<file path="src/rtl/jsu_pkg.sv">
`timescale 1ns / 1ps
`default_nettype none
package jsu_pkg;

	localparam int unsigned MAX_CAPACITY = 1024;
	localparam int unsigned CAP_W        = 11;
	localparam int unsigned CP_W         = 21;

	localparam int unsigned QDEPTH = 4;
	localparam int unsigned QPTR_W = $clog2(QDEPTH);
	localparam int unsigned QCNT_W = $clog2(QDEPTH + 1);

	localparam logic [7:0] CH_BSLASH = 8'h5c;
	localparam logic [7:0] CH_QUOTE  = 8'h22;
	localparam logic [7:0] CH_SLASH  = 8'h2f;
	localparam logic [7:0] CH_U      = 8'h75;
	localparam logic [7:0] CH_SPACE  = 8'h20;

	typedef enum logic [1:0] {
		KIND_DATA   = 2'd0,
		KIND_ACCEPT = 2'd1,
		KIND_REJECT = 2'd2
	} kind_t;

	typedef enum logic [2:0] {
		PH_NORMAL,
		PH_ESC,
		PH_UHEX,
		PH_SBS,
		PH_SU,
		PH_SHEX,
		PH_UTF8
	} phase_t;

	// One decoded item: up to four UTF-8 bytes, then an optional verdict.
	// verdict of KIND_DATA means no verdict follows the bytes.
	typedef struct packed {
		logic [3:0][7:0] bytes;
		logic [2:0]      n;
		kind_t           verdict;
	} job_t;

endpackage
`default_nettype wire

</file>
<file path="src/rtl/jsu_front.sv">
`timescale 1ns / 1ps
`default_nettype none
module jsu_front import jsu_pkg::*; (
	input  wire logic             clk,
	input  wire logic             arst_n,
	input  wire logic             in_valid,
	output logic                  in_stall,
	input  wire logic [7:0]       in_byte,
	input  wire logic             byte_present,
	input  wire logic             end_of_string,
	input  wire logic             cfg_valid,
	output logic                  cfg_ready,
	input  wire logic [CAP_W-1:0] out_capacity,
	input  wire logic             full,
	output logic                  push,
	output job_t                  job
);

	logic [CAP_W-1:0] out_capacity_q;
	phase_t           phase_q, phase_d;
	logic [CP_W-1:0]  cp_q, cp_d;
	logic [1:0]       left_q, left_d;
	logic [1:0]       total_q, total_d;
	logic [CAP_W-1:0] bw_q, bw_d;
	logic             saw_q, saw_d;
	logic             failed_q, failed_d;

	logic             in_acc;
	logic             take;
	logic             dec_fail;
	logic             emit_req;
	logic [CP_W-1:0]  emit_cp;
	logic [4:0]       hv;
	logic [15:0]      cp16;
	logic [CP_W-1:0]  cp_cont;
	logic [CP_W-1:0]  cp_low;
	logic [CP_W-1:0]  minv;

	logic [2:0]       enc_n;
	logic [3:0][7:0]  enc_b;
	logic [CAP_W-1:0] cap_eff;
	logic [CAP_W:0]   bw_sum;
	logic             bad_cp;
	logic             emit_ok;
	logic             ok;

	function automatic logic [4:0] hex_val(input logic [7:0] c);
		logic [4:0] r;
		r = '0;
		case (c) inside
			[8'h30:8'h39]: r = {1'b1, 4'(c - 8'h30)};
			[8'h61:8'h66]: r = {1'b1, 4'(c - 8'h57)};
			[8'h41:8'h46]: r = {1'b1, 4'(c - 8'h37)};
			default:       r = '0;
		endcase
		return r;
	endfunction

	assign in_stall  = full;
	assign in_acc    = in_valid && !full;
	assign cfg_ready = 1'b1;
	assign take      = byte_present && !failed_q;

	assign hv      = hex_val(in_byte);
	assign cp16    = {cp_q[11:0], hv[3:0]};
	assign cp_cont = {cp_q[CP_W-7:0], in_byte[5:0]};
	assign cp_low  = cp_q | {{(CP_W-4){1'b0}}, hv[3:0]};

	always_comb begin
		case (total_q)
			2'd1:    minv = CP_W'(32'h80);
			2'd2:    minv = CP_W'(32'h800);
			default: minv = CP_W'(32'h10000);
		endcase
	end

	// decode: next state of the string decoder and the code point to emit
	always_comb begin
		phase_d  = phase_q;
		cp_d     = cp_q;
		left_d   = left_q;
		total_d  = total_q;
		dec_fail = 1'b0;
		emit_req = 1'b0;
		emit_cp  = '0;
		if (take) begin
			case (phase_q)
				PH_NORMAL: begin
					if (in_byte == CH_BSLASH) begin
						phase_d = PH_ESC;
					end else if (!in_byte[7]) begin
						emit_req = 1'b1;
						emit_cp  = CP_W'(in_byte);
					end else begin
						case (in_byte) inside
							[8'hc2:8'hdf]: begin
								cp_d    = CP_W'(in_byte[4:0]);
								left_d  = 2'd1;
								total_d = 2'd1;
								phase_d = PH_UTF8;
							end
							[8'he0:8'hef]: begin
								cp_d    = CP_W'(in_byte[3:0]);
								left_d  = 2'd2;
								total_d = 2'd2;
								phase_d = PH_UTF8;
							end
							[8'hf0:8'hf4]: begin
								cp_d    = CP_W'(in_byte[2:0]);
								left_d  = 2'd3;
								total_d = 2'd3;
								phase_d = PH_UTF8;
							end
							default: dec_fail = 1'b1;
						endcase
					end
				end
				PH_ESC: begin
					phase_d = PH_NORMAL;
					case (in_byte) inside
						CH_U: begin
							phase_d = PH_UHEX;
							cp_d    = '0;
							left_d  = 2'd0;
						end
						CH_QUOTE, CH_BSLASH, CH_SLASH: begin
							emit_req = 1'b1;
							emit_cp  = CP_W'(in_byte);
						end
						8'h6e, 8'h72, 8'h74, 8'h62, 8'h66: begin
							emit_req = 1'b1;
							emit_cp  = CP_W'(CH_SPACE);
						end
						default: dec_fail = 1'b1;
					endcase
				end
				PH_UHEX: begin
					if (!hv[4]) begin
						dec_fail = 1'b1;
					end else begin
						cp_d = CP_W'(cp16);
						if (left_q != 2'd3) begin
							left_d = left_q + 2'd1;
						end else begin
							left_d = 2'd0;
							case (cp16) inside
								[16'hd800:16'hdbff]: begin
									cp_d    = CP_W'(32'h10000) + {1'b0, cp16[9:0], 10'b0};
									phase_d = PH_SBS;
								end
								[16'hdc00:16'hdfff]: dec_fail = 1'b1;
								default: begin
									phase_d  = PH_NORMAL;
									emit_req = 1'b1;
									emit_cp  = CP_W'(cp16);
								end
							endcase
						end
					end
				end
				PH_SBS: begin
					if (in_byte != CH_BSLASH) begin
						dec_fail = 1'b1;
					end else begin
						phase_d = PH_SU;
					end
				end
				PH_SU: begin
					if (in_byte != CH_U) begin
						dec_fail = 1'b1;
					end else begin
						phase_d = PH_SHEX;
						left_d  = 2'd0;
					end
				end
				PH_SHEX: begin
					if (!hv[4]) begin
						dec_fail = 1'b1;
					end else begin
						case (left_q)
							2'd0: begin
								if (hv[3:0] != 4'hd) begin
									dec_fail = 1'b1;
								end else begin
									left_d = 2'd1;
								end
							end
							2'd1: begin
								if (hv[3:0] < 4'hc) begin
									dec_fail = 1'b1;
								end else begin
									cp_d   = cp_q | {{(CP_W-10){1'b0}}, hv[1:0], 8'b0};
									left_d = 2'd2;
								end
							end
							2'd2: begin
								cp_d   = cp_q | {{(CP_W-8){1'b0}}, hv[3:0], 4'b0};
								left_d = 2'd3;
							end
							default: begin
								cp_d     = cp_low;
								left_d   = 2'd0;
								phase_d  = PH_NORMAL;
								emit_req = 1'b1;
								emit_cp  = cp_low;
							end
						endcase
					end
				end
				PH_UTF8: begin
					if (in_byte[7:6] != 2'b10) begin
						dec_fail = 1'b1;
					end else begin
						cp_d = cp_cont;
						if (left_q > 2'd1) begin
							left_d = left_q - 2'd1;
						end else begin
							left_d  = 2'd0;
							phase_d = PH_NORMAL;
							if (cp_cont < minv || cp_cont > CP_W'(32'h10ffff) ||
								(cp_cont >= CP_W'(32'hd800) && cp_cont <= CP_W'(32'hdfff))) begin
								dec_fail = 1'b1;
							end else begin
								emit_req = 1'b1;
								emit_cp  = cp_cont;
							end
						end
					end
				end
				default: dec_fail = 1'b1;
			endcase
		end
	end

	// encode the code point, refuse control characters and DEL, and check it against the buffer room
	always_comb begin
		enc_b = '0;
		if (emit_cp < CP_W'(32'h80)) begin
			enc_n    = 3'd1;
			enc_b[0] = emit_cp[7:0];
		end else if (emit_cp < CP_W'(32'h800)) begin
			enc_n    = 3'd2;
			enc_b[0] = {3'b110, emit_cp[10:6]};
			enc_b[1] = {2'b10, emit_cp[5:0]};
		end else if (emit_cp < CP_W'(32'h10000)) begin
			enc_n    = 3'd3;
			enc_b[0] = {4'b1110, emit_cp[15:12]};
			enc_b[1] = {2'b10, emit_cp[11:6]};
			enc_b[2] = {2'b10, emit_cp[5:0]};
		end else begin
			enc_n    = 3'd4;
			enc_b[0] = {5'b11110, emit_cp[20:18]};
			enc_b[1] = {2'b10, emit_cp[17:12]};
			enc_b[2] = {2'b10, emit_cp[11:6]};
			enc_b[3] = {2'b10, emit_cp[5:0]};
		end
		bad_cp  = emit_cp < CP_W'(32) || emit_cp == CP_W'(127);
		cap_eff = (out_capacity_q > CAP_W'(MAX_CAPACITY)) ? CAP_W'(MAX_CAPACITY)
			: out_capacity_q;
		bw_sum  = {1'b0, bw_q} + (CAP_W + 1)'(enc_n);
		emit_ok = emit_req && !bad_cp && (bw_sum < {1'b0, cap_eff});
		bw_d     = emit_ok ? bw_sum[CAP_W-1:0] : bw_q;
		saw_d    = saw_q || (emit_ok && emit_cp != CP_W'(CH_SPACE));
		failed_d = failed_q || dec_fail || (emit_req && !emit_ok);
		ok       = !failed_d && phase_d == PH_NORMAL && bw_d != '0 && saw_d;
	end

	// job handed to the queue
	always_comb begin
		job.bytes   = enc_b;
		job.n       = emit_ok ? enc_n : 3'd0;
		job.verdict = end_of_string ? (ok ? KIND_ACCEPT : KIND_REJECT) : KIND_DATA;
		push        = in_acc && (emit_ok || end_of_string);
	end

	always_ff @(posedge clk or negedge arst_n) begin
		if (!arst_n) begin
			out_capacity_q <= CAP_W'(256);
		end else if (cfg_valid && cfg_ready) begin
			out_capacity_q <= out_capacity;
		end
	end

	always_ff @(posedge clk or negedge arst_n) begin
		if (!arst_n) begin
			phase_q  <= PH_NORMAL;
			cp_q     <= '0;
			left_q   <= '0;
			total_q  <= '0;
			bw_q     <= '0;
			saw_q    <= 1'b0;
			failed_q <= 1'b0;
		end else if (in_acc) begin
			if (end_of_string) begin
				phase_q  <= PH_NORMAL;
				cp_q     <= '0;
				left_q   <= '0;
				total_q  <= '0;
				bw_q     <= '0;
				saw_q    <= 1'b0;
				failed_q <= 1'b0;
			end else begin
				phase_q  <= phase_d;
				cp_q     <= cp_d;
				left_q   <= left_d;
				total_q  <= total_d;
				bw_q     <= bw_d;
				saw_q    <= saw_d;
				failed_q <= failed_d;
			end
		end
	end

`ifndef SYNTH
	a_fail_sticky: assert property (@(posedge clk) disable iff (!arst_n)
		failed_q && !(in_acc && end_of_string) |=> failed_q)
		else $error("error flag dropped before end of string");
`endif

endmodule
`default_nettype wire

</file>
<file path="src/rtl/jsu_queue.sv">
`timescale 1ns / 1ps
`default_nettype none
module jsu_queue import jsu_pkg::*; (
	input  wire logic clk,
	input  wire logic arst_n,
	input  wire logic push,
	input  wire job_t push_data,
	output logic      full,
	output logic      q_valid,
	output job_t      q_data,
	input  wire logic pop
);

	job_t              mem_q [QDEPTH];
	logic [QPTR_W-1:0] wr_ptr_q;
	logic [QPTR_W-1:0] rd_ptr_q;
	logic [QCNT_W-1:0] cnt_q;

	assign full    = cnt_q == QCNT_W'(QDEPTH);
	assign q_valid = cnt_q != '0;
	assign q_data  = mem_q[rd_ptr_q];

	always_ff @(posedge clk) begin
		if (push) begin
			mem_q[wr_ptr_q] <= push_data;
		end
	end

	always_ff @(posedge clk or negedge arst_n) begin
		if (!arst_n) begin
			wr_ptr_q <= '0;
			rd_ptr_q <= '0;
			cnt_q    <= '0;
		end else begin
			if (push) begin
				wr_ptr_q <= wr_ptr_q + 1'b1;
			end
			if (pop) begin
				rd_ptr_q <= rd_ptr_q + 1'b1;
			end
			case ({push, pop})
				2'b10:   cnt_q <= cnt_q + 1'b1;
				2'b01:   cnt_q <= cnt_q - 1'b1;
				default: cnt_q <= cnt_q;
			endcase
		end
	end

`ifndef SYNTH
	a_no_overflow: assert property (@(posedge clk) disable iff (!arst_n)
		push |-> !full)
		else $error("push into full queue");
	a_no_underflow: assert property (@(posedge clk) disable iff (!arst_n)
		pop |-> q_valid)
		else $error("pop from empty queue");
`endif

endmodule
`default_nettype wire

</file>
<file path="src/rtl/jsu_back.sv">
`timescale 1ns / 1ps
`default_nettype none
module jsu_back import jsu_pkg::*; (
	input  wire logic       clk,
	input  wire logic       arst_n,
	input  wire logic       q_valid,
	input  wire job_t       q_data,
	output logic            pop,
	output logic            out_valid,
	input  wire logic       out_stall,
	output logic [7:0]      out_byte,
	output logic [1:0]      kind,
	output logic            last
);

	logic       out_valid_q;
	logic [7:0] out_byte_q;
	kind_t      kind_q;
	logic       last_q;
	logic [2:0] idx_q;

	logic       load;
	logic       is_data;
	logic       has_verdict;
	logic       fin;

	assign load        = !out_valid_q || !out_stall;
	assign is_data     = idx_q < q_data.n;
	assign has_verdict = q_data.verdict != KIND_DATA;
	assign fin         = is_data ? (idx_q == 3'(q_data.n - 3'd1) && !has_verdict) : 1'b1;
	assign pop         = load && q_valid && fin;

	assign out_valid = out_valid_q;
	assign out_byte  = out_byte_q;
	assign kind      = kind_q;
	assign last      = last_q;

	always_ff @(posedge clk or negedge arst_n) begin
		if (!arst_n) begin
			out_valid_q <= 1'b0;
			idx_q       <= '0;
		end else if (load) begin
			out_valid_q <= q_valid;
			if (q_valid) begin
				idx_q <= fin ? 3'd0 : idx_q + 3'd1;
			end
		end
	end

	always_ff @(posedge clk) begin
		if (load && q_valid) begin
			out_byte_q <= is_data ? q_data.bytes[idx_q[1:0]] : 8'h00;
			kind_q     <= is_data ? KIND_DATA : q_data.verdict;
			last_q     <= fin;
		end
	end

`ifndef SYNTH
	a_idx_range: assert property (@(posedge clk) disable iff (!arst_n)
		q_valid |-> idx_q <= q_data.n)
		else $error("byte index ran past the job");
	a_verdict_last: assert property (@(posedge clk) disable iff (!arst_n)
		out_valid_q && kind_q != KIND_DATA |-> last_q)
		else $error("verdict beat not marked last");
`endif

endmodule
`default_nettype wire

</file>
<file path="src/rtl/json_string_unescape_utf8_check_core.sv">
`timescale 1ns / 1ps
`default_nettype none
// JSON string unescaper with UTF-8 check. Feed the raw bytes of one string
// body, one beat each, with end_of_string on the last beat (an empty string
// is a single beat with byte_present low and end_of_string high). Escapes
// are decoded (\" \\ \/ as themselves, \n \r \t \b \f as a space, \uXXXX
// with surrogate pairs), raw UTF-8 is checked for shortest form, range and
// surrogates, control characters and DEL are refused, and every code point
// leaves as UTF-8 data beats (kind 0). The end beat yields a verdict beat,
// kind 1 accept or kind 2 reject; a reject means the consumer drops the
// data beats it already got for that string. After an error the rest of
// the string is ignored. out_capacity counts the terminator slot, so at
// most out_capacity-1 bytes fit; values above 1024 act as 1024 and 0
// rejects everything. Write it only while the block is idle; cfg_ready is
// always high. Rate: the front end takes one byte every cycle while its
// four-entry job queue has room. Each item that yields output is written
// into the job queue and then into the output register. Each input beat
// yields zero to five output beats (up to four UTF-8 bytes plus the
// verdict), and the back end sends one beat per cycle while out_stall is
// low, so at steady state the output serializer sets the throughput.
module json_string_unescape_utf8_check_core import jsu_pkg::*; (
	input  wire logic             clk,
	input  wire logic             arst_n,
	input  wire logic             in_valid,
	output logic                  in_stall,
	input  wire logic [7:0]       in_byte,
	input  wire logic             byte_present,
	input  wire logic             end_of_string,
	output logic                  out_valid,
	input  wire logic             out_stall,
	output logic [7:0]            out_byte,
	output logic [1:0]            kind,
	output logic                  last,
	input  wire logic             cfg_valid,
	output logic                  cfg_ready,
	input  wire logic [CAP_W-1:0] out_capacity
);

	// front to queue
	logic full;
	logic push;
	job_t push_job;

	// queue to back
	logic q_valid;
	job_t q_job;
	logic pop;

	// decode each beat into a job of UTF-8 bytes plus an optional verdict
	jsu_front u_front (
		.clk           (clk),
		.arst_n        (arst_n),
		.in_valid      (in_valid),
		.in_stall      (in_stall),
		.in_byte       (in_byte),
		.byte_present  (byte_present),
		.end_of_string (end_of_string),
		.cfg_valid     (cfg_valid),
		.cfg_ready     (cfg_ready),
		.out_capacity  (out_capacity),
		.full          (full),
		.push          (push),
		.job           (push_job)
	);

	// hold jobs so the front keeps taking beats while the output is stalled
	jsu_queue u_queue (
		.clk       (clk),
		.arst_n    (arst_n),
		.push      (push),
		.push_data (push_job),
		.full      (full),
		.q_valid   (q_valid),
		.q_data    (q_job),
		.pop       (pop)
	);

	// serialize each job into output beats, one per cycle while the output is not stalled
	jsu_back u_back (
		.clk       (clk),
		.arst_n    (arst_n),
		.q_valid   (q_valid),
		.q_data    (q_job),
		.pop       (pop),
		.out_valid (out_valid),
		.out_stall (out_stall),
		.out_byte  (out_byte),
		.kind      (kind),
		.last      (last)
	);

endmodule
`default_nettype wire

</file>
<file path="config.mk">
export PLATFORM = sky130hd
export DESIGN_NAME = json_string_unescape_utf8_check_core
export DESIGN_NICKNAME = d
export VERILOG_FILES = /design/src/rtl/jsu_pkg.sv /design/src/rtl/jsu_front.sv /design/src/rtl/jsu_queue.sv /design/src/rtl/jsu_back.sv /design/src/rtl/json_string_unescape_utf8_check_core.sv
export SDC_FILE = /design/constraint.sdc
export NUM_CORES = 1
export LEC_CHECK = 0
export ABC_AREA = 1
export BUFFER_PORTS_ARGS = -buffer_cell sky130_fd_sc_hd__buf_2
export CAP_MARGIN = 20
export CORE_MARGIN = 1.5
export CORE_UTILIZATION = 40
export CTS_CLUSTER_DIAMETER = 50
export DETAILED_ROUTE_END_ITERATION = 10
export SLEW_MARGIN = 5
export SYNTH_ARGS = -nofsm -noshare
export SYNTH_HDL_FRONTEND = slang
export SYNTH_SLANG_ARGS = --single-unit
</file>
<file path="constraint.sdc">
create_clock -name clk -period 21 [get_ports clk]
set_input_delay 1.05 -clock clk [delete_from_list [all_inputs] [get_ports clk]]
set_output_delay 1.05 -clock clk [all_outputs]
set_load 0.05 [all_outputs]
</file>
# [Yosys cells after proc, flatten, opt, wreduce, memory -nomap -nowiden]
# Memories as Yosys holds them, arrays and structs flattened.
# Cells that the tools add are included.
[classes] addsub=13 order_cmp=30 eq_ne=42 muxes=139 bitwise=3 n_reduce_logical=58
[op_table] op="$mux 21" count=25
[op_table] op="$pmux 21 s5" count=2
[op_table] op="$mux 3" count=22
[op_table] op="$pmux 21 s3" count=1
[op_table] op="$eq 8x7->1 const B" count=7
[op_table] op="$mux 16" count=3
[op_table] op="$mux 2" count=22
[op_table] op="$mux 1" count=41
[op_table] op="$pmux 17 s2" count=1
[op_table] op="$mux 11" count=3
[op_table] op="$ge 16x16->1 const B" count=2
[op_table] op="$le 16x16->1 const B" count=2
[op_table] op="$mux 8" count=4
[op_table] op="$ge 8x8->1 const B" count=3
[op_table] op="$le 8x8->1 const B" count=3
[op_table] op="$mux 24" count=1
[op_table] op="$logic_and 1x1->1" count=22
[op_table] op="$mux 22" count=1
[op_table] op="$add 17x20->21 const A" count=1
[op_table] op="$eq 21x7->1 const B" count=1
[op_table] op="$ge 21x16->1 const B" count=1
[op_table] op="$gt 21x21->1 const B" count=1
[op_table] op="$le 21x16->1 const B" count=1
[op_table] op="$lt 21x12->1 const B" count=1
[op_table] op="65 further kinds" count=114
[totals] reg_bits=74 ramBits=148 inputBits=26 output_inout_bits=14 n_memories=1
[mem_list] memory="u_queue.mem_q" words=4 word_bits=37 read_ports=1 rd_ports_with_merged_regs=0 wr=1 line="jsu_queue.sv:14" rtl="job_t mem_q [QDEPTH];"

# [Logic depth before layout (Yosys ltp)]
[logic_depth] depth_word=29 mapped_depth=48 mapped_depth_nobuf=46

# [Modules after synthesis]
# From an unflattened synthesis, not the netlist that was laid out.
[hier_totals] hier_cells=1617 area_unflattened_um2=13583.0
[modules_own_cells] module="jsu_queue" n_inst=1 cells_per_inst=554 area_each_um2=6617.6 seq_area_each_um2=4619.4
[modules_own_cells] module="jsu_front" n_inst=1 cells_per_inst=939 area_each_um2=5945.7 seq_area_each_um2=1302.5
[modules_own_cells] module="jsu_back" n_inst=1 cells_per_inst=124 area_each_um2=1019.7 seq_area_each_um2=430.4

# [Least setup slack after synthesis]
# OpenSTA, ideal clock, no wires.
[synth_path] path_type="input to register" startpoint="in in_byte[2]" endpoint="mem u_queue.mem_q[0][0] (netlist name), enable pin" setup_time_ns=0.425 arrival_ns=7.033 required_time_ns=20.575 slack_ns=13.542 stages=39 path_buffers=3 path_cell_list="buf_2 > nand2_1 > nor2_1 > nand2_1 > nor2_2 > nand3_1 > nand2_1 > nand2_2 > buf_6 > and2_4 > nand3_2 > nand3_2 > nand2_1 > inv_2 > nor4_1 > nand2_1 > inv_1 > nor2_1 > (+3 left out) > nand2_1 > a21oi_1 > nand2_1 > nor2_1 > nand4_1 > xor2_1 > inv_1 > ha_1 > nand2_1 > o21ai_0 > a21oi_1 > nand2_1 > nor2_1 > nand3_4 > buf_6 > inv_2 > o21ai_4 > nor2_1"
[synth_via] elab_chain_cells=24 word_cells_on_any_way=88 classes_between="add/sub: 4; order compare: 19; eq/ne: 10; mux: 38; bitwise: 1; reduce/logical: 16"
[synth_rtl] item="start, declared" line="json_string_unescape_utf8_check_core.sv:26" rtl="input wire logic [7:0] in_byte,"
[synth_rtl] item="$ge 8x7->1 (implied by the code) / $le 8x7->1 (equally long branches)" line="jsu_front.sv:64" rtl="assign hv = hex_val(in_byte);"
[synth_rtl] item="$logic_and 1x1->1 (implied by the code)" line="jsu_front.sv:64"
[synth_rtl] item="$mux 5 (3 in a row)" line="jsu_front.sv:50" rtl="case (c) inside"
[synth_rtl] item="$ge 16x16->1 (no source line) / $le 16x16->1 (equally long branches)"
[synth_rtl] item="$logic_and 1x1->1 (no source line)"
[synth_rtl] item="$mux 16" line="jsu_front.sv:146" rtl="case (cp16) inside"
[synth_rtl] item="$mux 21" line="jsu_front.sv:146"
[synth_rtl] item="$mux 21" line="jsu_front.sv:142" rtl="if (left_q != 2'd3) begin"
[synth_rtl] item="(+6 left out)"
[synth_rtl] item="$mux 3" line="jsu_front.sv:238" rtl="if (emit_cp < CP_W'(32'h80)) begin"
[synth_rtl] item="$add 11x3->12" line="jsu_front.sv:260" rtl="bw_sum = {1'b0, bw_q} + (CAP_W + 1)'(enc_n);"
[synth_rtl] item="$lt 12x11->1" line="jsu_front.sv:261" rtl="emit_ok = emit_req && !bad_cp && (bw_sum < {1'b0, cap_eff});"
[synth_rtl] item="$logic_and 1x1->1 (*)" line="jsu_front.sv:261"
[synth_rtl] item="$logic_or 1x1->1 (*)" line="jsu_front.sv:273" rtl="push = in_acc && (emit_ok || end_of_string);"
[synth_rtl] item="$logic_and 1x1->1 (*)" line="jsu_front.sv:273"
[synth_rtl] item="$mux 1 (*)" line="jsu_queue.sv:24" rtl="if (push) begin"
[synth_rtl] item="$mux 1 (implied by the code) (*)" line="jsu_queue.sv:25" rtl="mem_q[wr_ptr_q] <= push_data;"
[synth_rtl] item="end, declared" line="jsu_queue.sv:14"
# Every way passes the cells marked *; elsewhere a longest branch is shown, timed or not.

# [Final worst setup path]
[layout_path] startpoint="reg u_front.total_q[0]" endpoint="mem u_queue.mem_q[0][25] (netlist name), enable pin"
[layout_via] elab_chain_cells=21 word_cells_on_any_way=34 classes_between="add/sub: 1; order compare: 6; eq/ne: 3; mux: 16; reduce/logical: 8"
[layout_rtl] item="start, declared" line="jsu_front.sv:23" rtl="logic [1:0] total_q, total_d;"
[layout_rtl] item="start signal, assigned" line="jsu_front.sv:306" rtl="total_q <= total_d;"
[layout_rtl] item="$eq 2x2->1 / $eq 2x1->1 (equally long branches)" line="jsu_front.sv:70" rtl="case (total_q)"
[layout_rtl] item="$pmux 17 s2 (*)" line="jsu_front.sv:70"
[layout_rtl] item="$lt 21x17->1 (*)" line="jsu_front.sv:220" rtl="if (cp_cont < minv || cp_cont > CP_W'(32'h10ffff) ||"
[layout_rtl] item="$logic_or 1x1->1 (*) (2 in a row)" line="jsu_front.sv:220"
[layout_rtl] item="$mux 21" line="jsu_front.sv:220"
[layout_rtl] item="$mux 21" line="jsu_front.sv:215" rtl="if (left_q > 2'd1) begin"
[layout_rtl] item="$mux 21" line="jsu_front.sv:211" rtl="if (in_byte[7:6] != 2'b10) begin"
[layout_rtl] item="$pmux 21 s5" line="jsu_front.sv:87" rtl="case (phase_q)"
[layout_rtl] item="(+4 left out)"
[layout_rtl] item="$mux 3" line="jsu_front.sv:238"
[layout_rtl] item="$add 11x3->12" line="jsu_front.sv:260"
[layout_rtl] item="$lt 12x11->1" line="jsu_front.sv:261"
[layout_rtl] item="$logic_and 1x1->1 (*)" line="jsu_front.sv:261"
[layout_rtl] item="$logic_or 1x1->1 (*)" line="jsu_front.sv:273"
[layout_rtl] item="$logic_and 1x1->1 (*)" line="jsu_front.sv:273"
[layout_rtl] item="$mux 1 (*)" line="jsu_queue.sv:24"
[layout_rtl] item="$mux 1 (implied by the code) (*)" line="jsu_queue.sv:25"
# Marked as above.

==> results.cfg <==
[grt]
top_usage_layer = met2
grt_pass1_wl_mm = 53.5
antenna_found_initial = 0
grtUsageTotal_pct = 21.7
grt_util_met1_pct = 30.6
gr-usage-met3_pct = 3.08
grt-ovfl-total = 0
grt_max_degree = 71
grt_pass1_vias = 9581
met2_usage_pct = 34.2

[floorplan]
die_h_um = 177
chipWidth_um = 177
io_pins = 40
die_area_mm2 = 0.0314
rows = 63
core_area_mm2 = 0.0298
start_util_pct = 40.8

[placed_design]
io_buffers = 38
dp_hpwl_mm = 23.9
preCtsSetupSlack_ps = 12320
place_congestion = 0.997

[pwr]
p_per_area_mw_per_mm2 = 118
leakagePower_uw = 0.00554
vdd_drop_max_mv = 0.0554

[route]
drt_iter0_markers = 1108
drtAntennaViolNets = 0
drtPass1Iterations = 6
viasPerCell = 5.57
num_vias = 10200
routed_wl_mm = 33.8
drc = 0
wl_per_cell_um = 18.4

[sta]
worst_slew_pin_slew_ps = 971
skew_ps = 19.3
fin_crit_sh_pct = 38.2
relSlewSlack_pct = 34.8
period_needed_ps = 8030
hold_violations = 0
rsz0062_at_grt = no
fin_ws_ps = 12970
fin_setup_tns_ps = 0
finalSetupViolations = 0
fmax_ghz = 0.125
slew_violations = 0

[clock_tree]
clkLatencyLatePin_ps = 540
clockBufferDepth = 3
cts_resized = 0
cts_hold_buf = 0
numClockSinks = 210
cts_tree = yes
cts_setup_buffers = 0
htreeDepth = 1
cts_root_buf = clkbuf_16
numCtsBuffers = 26
cts.clk_slew.worst_paths_ps = 60

[worst_setup_path]
worstSetupPathType = register to register
max_stage_delay_ps = 610
cp_max_fo = 22
crit_arrival_ps = 8270
slowest_stage = nor2_2
worst_setup_path_end_kind = register
worstSetupStartpointType = register
cpLargestDelayFamily = simple AND/OR/NAND/NOR gates
required_ps = 21240
critPathBufInv = 8

[synthesis]
syn_nets = 1477
ys_top_cells_by_area = edfxtp_1, dfrtp_1, nand2_1, nor2_1, o21ai_0
synth-edff-count = 147
yosysSeqAreaShare_pct = 49.3
synth_top_area_share_pct = 36.3
syn_inst = 1409
synth_area_leader_cell = edfxtp_1
syn_avg_cell_area_um2 = 8.63
synth_flop_cell = edfxtp_1
ys_seq_elements = 210
ys_async_sr_fraction_pct = 30.0
ys_types = 65
synth.cell_area_mm2 = 0.0122
synth_warnings = 0

[final_layout]
most-common-layout-cells = nand2_1, nor2_1, inv_1, edfxtp_1, o21ai_0
antenna_cells = 0
nets = 1495
final_common_cell = nand2_1
fill_cells = 2921
synthToLayoutAreaGrowth_pct = 11.6
seq_area_mm2 = 0.00599
drive_gt1_share_pct = 10.2
final_util_pct = 45.5
multi_input_area_mm2 = 0.00529

[run]
drv_cap = 0

[min_path]
hold_class = register to register

[status]
status = complete, no violations
## area by class of cell
| cell class | instances | share of cell area [%] |
|---|---|---|
| well taps | 390 | 3.60 |
| inverters | 165 | 4.56 |
| multi-input cells | 973 | 39.0 |
| clock inverters | 16 | 1.07 |
| repair buffers | 51 | 2.69 |
| flip-flops and latches | 210 | 44.2 |
| clock buffers | 30 | 4.91 |
## state kept, by name, summed over array words and instances, names as in the netlist
register / cells
u_queue.mem_q: 136
u_front.cp_q: 21
u_front.bw_q: 11
u_front.out_capacity_q: 11
u_back.out_byte: 8
u_back.idx_q: 3
u_front.phase_q: 3
u_queue.cnt_q: 3
u_back.kind: 2
u_front.left_q: 2
u_front.total_q: 2
u_queue.rd_ptr_q: 2
u_queue.wr_ptr_q: 2
u_back.last: 1
u_back.out_valid: 1
u_front.failed_q: 1
u_front.saw_q: 1
## metal layers
layer | vias up | share of wire (%)
li1 | 4943 | -
met1 | 4811 | 45
met2 | 385 | 45
met3 | 85 | 6.2
met4 | 0 | 3.3
met5 | - | 0
## through the flow
step | total power, uW | area [um2] | instances | hold slack, ps
after detailed placement | 1180 | 12700 | 1784 | 464
after global routing | 1700 | 13600 | 1835 | 483
after global placement | 1170 | 12600 | 1783 | 463
after CTS | 1600 | 13500 | 1830 | 477
after floorplan | 999 | 12200 | 1409 | 446
final | 1600 | 13600 | 1835 | 473
## final timing paths
path,slack (ps),depth (start not counted),end,startpoint
setup / recovery,12970,39,u_queue.mem_q[0][25],u_front.total_q[0]
hold / removal,470,1,u_queue.cnt_q[0],u_queue.cnt_q[0]
setup reg to reg,12970,39,u_queue.mem_q[0][25],u_front.total_q[0]
hold reg to reg,470,1,u_queue.cnt_q[0],u_queue.cnt_q[0]
max in group asynchronous,19710,2,u_front.cp_q[1],arst_n
min in group asynchronous,670,2,u_back.idx_q[0],arst_n
## cells by family after synthesis
group | after synthesis | synth area share, %
AO/OA/AOI/OAI | 303 | 15.0
XOR/XNOR | 16 | 1.15
adder cells (fa/ha/maj) | 42 | 4.45
buffers and inverters | 226 | 7.43
flip-flops | 210 | 49.3
multiplexers | 4 | 0.370
other | 1 | 0.0308
AND/OR/NAND/NOR | 607 | 22.2
## power breakdown
part	internal, uW	leakage, uW	switching, uW
Combinational	178	0.00297	439
Sequential	520	0.00218	40.0
Clock	243	0.000392	178
Total	941	0.00554	658
## cell usage after synthesis, drive strengths merged (2+ instances only)
master,count
o21ai,129
dfrtp,62
nand2,262
xnor2,2
o2111ai,4
mux2,4
a311oi,3
or2,2
nand3b,3
nand4,40
a21oi,47
edfxtp,147
a211oi,7
buf,25
o22ai,49
fa,2
o211ai,7
o311ai,3
o221ai,16
clkbuf,36
nor3,25
nor2,189
a22oi,5
clkinv,6
o31ai,2
inv,159
xor2,14
a31oi,18
nor4,6
a32o,4
a32oi,2
ha,40
nand3,78
Power figures use the tool's default switching activity.
